File: src/rtl/asc_pkg.sv
// Shared types and constants of the accelerometer step counter.
// Holds sizes, reset values, register and axis codes, and lane structs.
// Depends on nothing; every RTL file of the block uses it.
`default_nettype none

package asc_pkg;

  // Moving-sum smoother depth; a power of two so the divide is a shift
  localparam int unsigned SMOOTH_TAPS  = 4;
  localparam int unsigned SMOOTH_SHIFT = $clog2(SMOOTH_TAPS);
  localparam int unsigned TAP_IDX_W    = SMOOTH_SHIFT;

  localparam int unsigned SAMPLE_W = 16;
  localparam int unsigned SUM_W    = SAMPLE_W + SMOOTH_SHIFT;
  localparam int unsigned REG_W    = 16;
  localparam int unsigned TOTAL_W  = 32;
  localparam int unsigned IDLE_W   = 8;
  localparam int unsigned NUM_AXES = 3;
  localparam int unsigned CFG_IDX_W = 3;

  typedef logic signed [SAMPLE_W-1:0] sample_t;
  typedef logic signed [SUM_W-1:0]    sum_t;
  typedef logic [REG_W-1:0]           cfg_word_t;

  localparam sample_t SAMPLE_MIN = sample_t'(-32768);
  localparam sample_t SAMPLE_MAX = sample_t'(32767);

  // Register reset values
  localparam cfg_word_t WINDOW_LENGTH_RST  = 16'd100;
  localparam cfg_word_t PRECISION_X_RST    = 16'd1500;
  localparam cfg_word_t PRECISION_Y_RST    = 16'd800;
  localparam cfg_word_t PRECISION_Z_RST    = 16'd800;
  localparam cfg_word_t ACTIVE_MINIMUM_RST = 16'd3000;

  typedef enum logic [CFG_IDX_W-1:0] {
    CFG_WINDOW_LENGTH  = 3'd0,
    CFG_PRECISION_X    = 3'd1,
    CFG_PRECISION_Y    = 3'd2,
    CFG_PRECISION_Z    = 3'd3,
    CFG_ACTIVE_MINIMUM = 3'd4
  } cfg_reg_e;

  typedef enum logic [1:0] {
    AXIS_NONE = 2'd0,
    AXIS_X    = 2'd1,
    AXIS_Y    = 2'd2,
    AXIS_Z    = 2'd3
  } axis_e;

  // Control shared by all lanes
  typedef struct packed {
    logic                 load_s1;  // new sample enters the smoother
    logic                 load_s2;  // smoothed word enters window and gate
    logic                 roll;     // window rolls over with this word
    logic [TAP_IDX_W-1:0] wr_idx;   // smoother tap to overwrite
  } lane_ctl_t;

  // Per-axis state seen by the merge stage
  typedef struct packed {
    sample_t win_max;
    sample_t win_min;
    sample_t thr;
    sample_t gate_cur;
    sample_t gate_prev;
  } lane_state_t;

endpackage

`default_nettype wire

File: src/rtl/asc_lane.sv
// One axis lane: running-sum smoother, window max/min with threshold, change gate.
// Two stages: smoother sum, then window and gate state. Uses asc_pkg.
`default_nettype none

module asc_lane (
  input  wire                     clk_i,
  input  wire                     rst_ni,
  input  asc_pkg::lane_ctl_t      ctl_i,
  input  asc_pkg::sample_t        sample_i,
  input  asc_pkg::cfg_word_t      precision_i,
  output asc_pkg::lane_state_t    state_o
);

  asc_pkg::sample_t taps_q [asc_pkg::SMOOTH_TAPS];
  asc_pkg::sum_t    sum_q, sum_d;

  asc_pkg::sample_t max_q, max_d, min_q, min_d, thr_q, thr_d;
  asc_pkg::sample_t gcur_q, gcur_d, gprev_q;

  asc_pkg::sum_t         sum_rnd;
  asc_pkg::sample_t      smp;
  logic signed [asc_pkg::SAMPLE_W:0] mid_sum, mid_adj, diff, mag;
  asc_pkg::sample_t      max_base, min_base;

  // Replace the oldest tap in the running sum
  assign sum_d = sum_q + asc_pkg::sum_t'(sample_i) - asc_pkg::sum_t'(taps_q[ctl_i.wr_idx]);

  always_ff @(posedge clk_i or negedge rst_ni) begin
    if (!rst_ni) begin
      for (int i = 0; i < asc_pkg::SMOOTH_TAPS; i++) begin
        taps_q[i] <= '0;
      end
      sum_q <= '0;
    end else if (ctl_i.load_s1) begin
      taps_q[ctl_i.wr_idx] <= sample_i;
      sum_q                <= sum_d;
    end
  end

  // Divide the sum by the tap count, truncating toward zero
  always_comb begin
    sum_rnd = sum_q + (sum_q[asc_pkg::SUM_W-1] ?
                       asc_pkg::sum_t'(asc_pkg::SMOOTH_TAPS - 1) : '0);
    smp     = sum_rnd[asc_pkg::SUM_W-1:asc_pkg::SMOOTH_SHIFT];
  end

  // Window: midpoint threshold on rollover, then take in the smoothed word
  always_comb begin
    mid_sum = {max_q[asc_pkg::SAMPLE_W-1], max_q} + {min_q[asc_pkg::SAMPLE_W-1], min_q};
    mid_adj = mid_sum + {{asc_pkg::SAMPLE_W{1'b0}}, mid_sum[asc_pkg::SAMPLE_W]};
    if (ctl_i.roll) begin
      thr_d    = mid_adj[asc_pkg::SAMPLE_W:1];
      max_base = asc_pkg::SAMPLE_MIN;
      min_base = asc_pkg::SAMPLE_MAX;
    end else begin
      thr_d    = thr_q;
      max_base = max_q;
      min_base = min_q;
    end
    max_d = (smp > max_base) ? smp : max_base;
    min_d = (smp < min_base) ? smp : min_base;
  end

  // Gate: admit the word only when its change exceeds the precision
  always_comb begin
    diff   = {smp[asc_pkg::SAMPLE_W-1], smp} - {gcur_q[asc_pkg::SAMPLE_W-1], gcur_q};
    mag    = diff[asc_pkg::SAMPLE_W] ? -diff : diff;
    gcur_d = (mag > {1'b0, precision_i}) ? smp : gcur_q;
  end

  always_ff @(posedge clk_i or negedge rst_ni) begin
    if (!rst_ni) begin
      max_q   <= '0;
      min_q   <= '0;
      thr_q   <= '0;
      gcur_q  <= '0;
      gprev_q <= '0;
    end else if (ctl_i.load_s2) begin
      max_q   <= max_d;
      min_q   <= min_d;
      thr_q   <= thr_d;
      gcur_q  <= gcur_d;
      gprev_q <= gcur_q;
    end
  end

  assign state_o.win_max   = max_q;
  assign state_o.win_min   = min_q;
  assign state_o.thr       = thr_q;
  assign state_o.gate_cur  = gcur_q;
  assign state_o.gate_prev = gprev_q;

endmodule

`default_nettype wire

File: src/rtl/asc_merge.sv
// Merge stage: picks the most active axis across lanes and detects a step.
// Holds the step counters and the output word register. Uses asc_pkg.
`default_nettype none

module asc_merge (
  input  wire                     clk_i,
  input  wire                     rst_ni,
  input  wire                     load_i,
  input  wire                     screen_off_i,
  input  asc_pkg::cfg_word_t      active_min_i,
  input  asc_pkg::lane_state_t    lanes_i [asc_pkg::NUM_AXES],
  output logic                    step_seen_o,
  output logic [asc_pkg::TOTAL_W-1:0] total_steps_o,
  output logic [asc_pkg::IDLE_W-1:0]  idle_steps_o,
  output asc_pkg::axis_e          lead_axis_o
);

  logic signed [asc_pkg::SAMPLE_W:0] diff [asc_pkg::NUM_AXES];
  logic [asc_pkg::SAMPLE_W:0]        rabs [asc_pkg::NUM_AXES];
  logic [asc_pkg::REG_W-1:0]         rng  [asc_pkg::NUM_AXES];
  asc_pkg::axis_e                    axis;
  asc_pkg::lane_state_t              sel;
  logic                              step;

  logic                              step_q;
  asc_pkg::axis_e                    axis_q;
  logic [asc_pkg::TOTAL_W-1:0]       total_q;
  logic [asc_pkg::IDLE_W-1:0]        idle_q;

  // Window range of each lane
  always_comb begin
    for (int a = 0; a < asc_pkg::NUM_AXES; a++) begin
      diff[a] = {lanes_i[a].win_max[asc_pkg::SAMPLE_W-1], lanes_i[a].win_max}
              - {lanes_i[a].win_min[asc_pkg::SAMPLE_W-1], lanes_i[a].win_min};
      rabs[a] = diff[a][asc_pkg::SAMPLE_W] ? -diff[a] : diff[a];
      rng[a]  = rabs[a][asc_pkg::REG_W-1:0];
    end
  end

  // Strictly largest range at or above the minimum wins; ties give none
  always_comb begin
    axis = asc_pkg::AXIS_NONE;
    for (int a = 0; a < asc_pkg::NUM_AXES; a++) begin
      if (rng[a] > rng[(a + 1) % 3] && rng[a] > rng[(a + 2) % 3] &&
          rng[a] >= active_min_i) begin
        axis = asc_pkg::axis_e'(2'(a + 1));
      end
    end
  end

  // Downward threshold crossing on the chosen axis
  always_comb begin
    unique case (axis)
      asc_pkg::AXIS_X: sel = lanes_i[0];
      asc_pkg::AXIS_Y: sel = lanes_i[1];
      asc_pkg::AXIS_Z: sel = lanes_i[2];
      default:         sel = lanes_i[0];
    endcase
    step = (axis != asc_pkg::AXIS_NONE) &&
           (sel.gate_prev > sel.thr) && (sel.gate_cur < sel.thr);
  end

  always_ff @(posedge clk_i or negedge rst_ni) begin
    if (!rst_ni) begin
      total_q <= '0;
      idle_q  <= '0;
    end else if (load_i && step) begin
      total_q <= total_q + 1'b1;
      if (screen_off_i) begin
        idle_q <= idle_q + 1'b1;
      end
    end
  end

  always_ff @(posedge clk_i) begin
    if (load_i) begin
      step_q <= step;
      axis_q <= axis;
    end
  end

  assign step_seen_o   = step_q;
  assign total_steps_o = total_q;
  assign idle_steps_o  = idle_q;
  assign lead_axis_o   = axis_q;

endmodule

`default_nettype wire

File: src/rtl/accel_step_counter_top.sv
// Accelerometer step counter: three axis lanes side by side and a merge stage.
// A sample word is registered in the smoother stage, then in the window and gate
// stage, then in the result word register. Throughput: one word per cycle unless
// stalled; input stalls only when all three stages are full and the result word
// is stalled. Reset (async, active low) clears counters, smoother taps, window and
// gate state and loads the register defaults. Uses asc_pkg, asc_lane, asc_merge.
`default_nettype none

module accel_step_counter_top (
  input  wire                          clk_i,
  input  wire                          rst_ni,
  // configuration write channel
  input  wire                          cfg_valid_i,
  output logic                         cfg_ready_o,
  input  wire [asc_pkg::CFG_IDX_W-1:0] cfg_index_i,
  input  wire [asc_pkg::REG_W-1:0]     cfg_data_i,
  // sample channel
  input  wire                          in_valid_i,
  output logic                         in_stall_o,
  input  wire signed [15:0]            accel_x_i,
  input  wire signed [15:0]            accel_y_i,
  input  wire signed [15:0]            accel_z_i,
  input  wire                          screen_off_i,
  // result channel
  output logic                         out_valid_o,
  input  wire                          out_stall_i,
  output logic                         step_seen_o,
  output logic [31:0]                  total_steps_o,
  output logic [7:0]                   idle_steps_o,
  output logic [1:0]                   lead_axis_o
);

  asc_pkg::cfg_word_t win_len_q, prec_x_q, prec_y_q, prec_z_q, act_min_q;

  logic s1_v_q, s2_v_q, out_v_q;
  logic s1_off_q, s2_off_q;
  logic adv1, adv2, adv3, acc, load2, load3;
  logic [asc_pkg::TAP_IDX_W-1:0] wr_idx_q;
  logic [asc_pkg::REG_W-1:0]     win_cnt_q;
  logic                          roll;

  asc_pkg::lane_ctl_t    ctl;
  asc_pkg::lane_state_t  lanes [asc_pkg::NUM_AXES];
  asc_pkg::axis_e        axis;

  // Register writes are always taken
  assign cfg_ready_o = 1'b1;

  always_ff @(posedge clk_i or negedge rst_ni) begin
    if (!rst_ni) begin
      win_len_q <= asc_pkg::WINDOW_LENGTH_RST;
      prec_x_q  <= asc_pkg::PRECISION_X_RST;
      prec_y_q  <= asc_pkg::PRECISION_Y_RST;
      prec_z_q  <= asc_pkg::PRECISION_Z_RST;
      act_min_q <= asc_pkg::ACTIVE_MINIMUM_RST;
    end else if (cfg_valid_i) begin
      unique case (asc_pkg::cfg_reg_e'(cfg_index_i))
        asc_pkg::CFG_WINDOW_LENGTH:  win_len_q <= cfg_data_i;
        asc_pkg::CFG_PRECISION_X:    prec_x_q  <= cfg_data_i;
        asc_pkg::CFG_PRECISION_Y:    prec_y_q  <= cfg_data_i;
        asc_pkg::CFG_PRECISION_Z:    prec_z_q  <= cfg_data_i;
        asc_pkg::CFG_ACTIVE_MINIMUM: act_min_q <= cfg_data_i;
        default: ;
      endcase
    end
  end

  // Stage advance: a stage moves when it is empty or its successor moves
  assign adv3  = !out_v_q || !out_stall_i;
  assign adv2  = !s2_v_q || adv3;
  assign adv1  = !s1_v_q || adv2;
  assign acc   = in_valid_i && adv1;
  assign load2 = s1_v_q && adv2;
  assign load3 = s2_v_q && adv3;

  assign in_stall_o  = !adv1;
  assign out_valid_o = out_v_q;

  always_ff @(posedge clk_i or negedge rst_ni) begin
    if (!rst_ni) begin
      s1_v_q  <= 1'b0;
      s2_v_q  <= 1'b0;
      out_v_q <= 1'b0;
    end else begin
      if (adv1) s1_v_q  <= acc;
      if (adv2) s2_v_q  <= s1_v_q;
      if (adv3) out_v_q <= s2_v_q;
    end
  end

  // Carry the screen flag alongside the word
  always_ff @(posedge clk_i) begin
    if (acc)   s1_off_q <= screen_off_i;
    if (load2) s2_off_q <= s1_off_q;
  end

  // Smoother write pointer and window counter
  assign roll = (win_cnt_q >= win_len_q);

  always_ff @(posedge clk_i or negedge rst_ni) begin
    if (!rst_ni) begin
      wr_idx_q  <= '0;
      win_cnt_q <= '0;
    end else begin
      if (acc) wr_idx_q <= wr_idx_q + 1'b1;
      if (load2) begin
        win_cnt_q <= roll ? asc_pkg::cfg_word_t'(1) : win_cnt_q + 1'b1;
      end
    end
  end

  assign ctl.load_s1 = acc;
  assign ctl.load_s2 = load2;
  assign ctl.roll    = roll;
  assign ctl.wr_idx  = wr_idx_q;

  asc_lane u_lane_x (
    .clk_i       (clk_i),
    .rst_ni      (rst_ni),
    .ctl_i       (ctl),
    .sample_i    (accel_x_i),
    .precision_i (prec_x_q),
    .state_o     (lanes[0])
  );

  asc_lane u_lane_y (
    .clk_i       (clk_i),
    .rst_ni      (rst_ni),
    .ctl_i       (ctl),
    .sample_i    (accel_y_i),
    .precision_i (prec_y_q),
    .state_o     (lanes[1])
  );

  asc_lane u_lane_z (
    .clk_i       (clk_i),
    .rst_ni      (rst_ni),
    .ctl_i       (ctl),
    .sample_i    (accel_z_i),
    .precision_i (prec_z_q),
    .state_o     (lanes[2])
  );

  asc_merge u_merge (
    .clk_i         (clk_i),
    .rst_ni        (rst_ni),
    .load_i        (load3),
    .screen_off_i  (s2_off_q),
    .active_min_i  (act_min_q),
    .lanes_i       (lanes),
    .step_seen_o   (step_seen_o),
    .total_steps_o (total_steps_o),
    .idle_steps_o  (idle_steps_o),
    .lead_axis_o   (axis)
  );

  assign lead_axis_o = axis;

endmodule

`default_nettype wire

File: config.mk
export PLATFORM = sky130hd
export DESIGN_NAME = accel_step_counter_top
export DESIGN_NICKNAME = d
export VERILOG_FILES = /design/src/rtl/asc_pkg.sv /design/src/rtl/asc_lane.sv /design/src/rtl/asc_merge.sv /design/src/rtl/accel_step_counter_top.sv
export SDC_FILE = /design/constraint.sdc
export NUM_CORES = 2
export LEC_CHECK = 0
export BUFFER_PORTS_ARGS = -buffer_cell sky130_fd_sc_hd__buf_4
export CORE_UTILIZATION = 44
export DETAILED_ROUTE_END_ITERATION = 8
export GPL_TIMING_DRIVEN = 0
export PLACE_DENSITY = 0.57
export SLEW_MARGIN = 20
export SYNTH_ARGS = -nofsm -noshare
export SYNTH_HDL_FRONTEND = slang
export SYNTH_SLANG_ARGS = --single-unit
File: constraint.sdc
create_clock -name clk_i -period 11.17 [get_ports clk_i]
set_input_delay 2.7925 -clock clk_i [delete_from_list [all_inputs] [get_ports clk_i]]
set_output_delay 2.7925 -clock clk_i [all_outputs]
set_load 0.01 [all_outputs]
==> metrics.cfg <==
[synthesis]
synth_top_area_share=0.326
syn-num-nets=5924
synth_cell_types=95
seq_area_frac_synth=0.342
yosys.area.top_type=dfrtp_1
synth-async-reset-ratio=0.992
synth-seq-cells=632
synth-edff-count=5
avgSynthCellArea_sq_um=8.74
netlist_area_sq_mm=0.0464
synthCells=5302
ys.flop_type=dfrtp_1
synth_area_leaders=dfrtp_1 33%, ha_1 13%, o21ai_0 6.3%
yosys_warnings=0

[global_routing]
grt_usage=0.279
grt_pass1_wl_microns=227000
grt_remaining_overflow=0
antenna_found_initial=4
grt_max_degree=92
grt_pass1_vias=36900

[drt]
vias_per_cell=5.52
firstDrtPassIters=6
drc=0
wirelength_microns=149000
wl_per_cell_microns=21.4
ant_nets=0
drtIter0Drc=2618
vias=38400

[final_layout]
fin_nets=6129
syn_to_final_growth_pct=11.9
final_common_cell=nand2_1
final_cell_mix=662 x nand2_1, 604 x dfrtp_1, 591 x inv_1
drive_above_1_share=0.0796
fillers=10100
final_core_util=0.499

[clocking]
cts_buffers=76
cts_tree=done
cts.sinks=632
clockBufferDepth=3
postCtsHoldBufs=0
clockRootBuffer=clkbuf_16
insertion_delay_ps=670
h-tree-depth=3
clk_pin_slew_ps=60

[worst_hold_path]
hp-class=reg2reg

[setup_path]
crit_buf_inv=2
cp_common_cell=a21o_1
cp.required_ps=11700
arrival_ps=11030
path_delay_family=compound AO/OA/AOI/OAI gates
cp_slowest_stage_delay_ps=730
cp-start-kind=flop
cp_slowest_cell=a2111oi_0
crit_path_end_kind=flop
cp_max_fo=10
critPathKind=reg2reg

[sta]
slew_violations=0
slew-limit-headroom=0.185
min_period_over_period=0.940
clock_skew_ps=34.4
finalCriticalPeriod_ps=10500
fmax_ghz=0.0953
rsz0062_at_grt=no
hold_violations=0
setup_viol=0
tightest_slew_ps=1210

[floorplan]
die_x_microns=327
core_area_sq_mm=0.104
die-area_sq_mm=0.107
die_h_microns=327
io_pins=119
start_util=0.446
num_rows=118

[placement]
port-buffer-count=117
globalplace.congestion=0.948
dp_hpwl_microns=119000

[status]
run_status=complete, no violations

[job]
maxCapViolCount=0

[cells by family after synthesis]
family | share of synthesized area
AO/OA/AOI/OAI | 0.167
XOR/XNOR | 0.0634
adder cells (fa/ha/maj) | 0.158
buffers and inverters | 0.0648
flip-flops | 0.342
multiplexers | 0.0500
other | 0.0000809
AND/OR/NAND/NOR | 0.154
[through the flow]
stage	setup slack (ps)	TNS, ps	hold slack [ps]	cells	cell area [sq um]
2_1_floorplan	3190	0	400	5302	46400
3_3_place_gp	-154	-35310	404	6799	49000
3_5_place_dp	905	0	406	6807	49300
4_1_cts	822	0	425	6944	51800
5_1_grt	16.5	0	462	6946	51900
6_report	672	0	433	6948	51900
[flip-flops by register name, indices dropped and copies added (netlist names), 18 cells and up]
register               cells
u_lane_x.taps_q           64
u_lane_y.taps_q           64
u_lane_z.taps_q           64
u_merge.total_steps_o     32
u_lane_x.sum_q            18
u_lane_y.sum_q            18
u_lane_z.sum_q            18
[routing by layer]
metal  part of all wire  up-vias  track usage
li1                   -    18600            -
met1               0.46    18600        0.391
met2               0.44      930        0.438
met3              0.045      238       0.0298
met4              0.048        4        0.118
met5            0.00013        -            0
[worst register-to-register path, delay by kind of cell, from the launching register on]
family                   cells  cell delay [ps]
AO/OA/AOI/OAI               18             5140
adder cells (fa/ha/maj)      5             1700
AND/OR/NAND/NOR              9             1430
buffers and inverters        2              700
XOR/XNOR                     1              610
flip-flops                   1              460
multiplexers                 1              310
[final cells by class]
cell class,instances,area (sq um),share of cell area
Antenna cell,2,5.00,0.0000965
Tap cell,1380,1730,0.0333
Buffer,200,787,0.0152
Multi-Input combinational cell,3877,27600,0.531
Clock inverter,36,457,0.00880
Sequential cell,632,15900,0.306
Clock buffer,101,2130,0.0410
Inverter,593,2230,0.0429
Timing Repair Buffer,127,1120,0.0216
[synth_stat cells, drive strengths merged, types with 60 or more instances]
| library cell | number |
|---|---|
| mux2i | 63 |
| o21ai | 592 |
| xor2 | 70 |
| nand3 | 73 |
| nand2b | 66 |
| nor2 | 369 |
| nand2 | 662 |
| clkbuf | 163 |
| fa | 60 |
| nand4 | 80 |
| nor2b | 63 |
| xnor2 | 263 |
| ha | 489 |
| inv | 593 |
| dfrtp | 604 |
| a21oi | 207 |
| a21o | 95 |
[worst paths after layout]
check	from	endpoint	slack (ps)	cells past startpoint
max in group asynchronous	rst_ni	u_lane_z.taps_q[60]	7280	5
worst min-delay path	s1_off_q	s2_off_q	430	0
min in group asynchronous	rst_ni	win_len_q[10]	1980	1
worst max register to register	u_lane_x.min_q[0]	u_merge.idle_steps_o[1]	670	36
worst max-delay path	u_lane_x.min_q[0]	u_merge.idle_steps_o[1]	670	36
worst min register to register	s1_off_q	s2_off_q	430	0
[what timing repair did]
| action | CTS | global route |
|---|---|---|
| setup buffers | 0 | 2 |
| endpoints found under the setup margin | 0 | 18 |
| gates resized for setup | 0 | 1 |
| hold endpoints to repair | 0 | 0 |
Power is not shown: default switching activity piles up to over one toggle a cycle in this logic, so the estimate is an artifact.
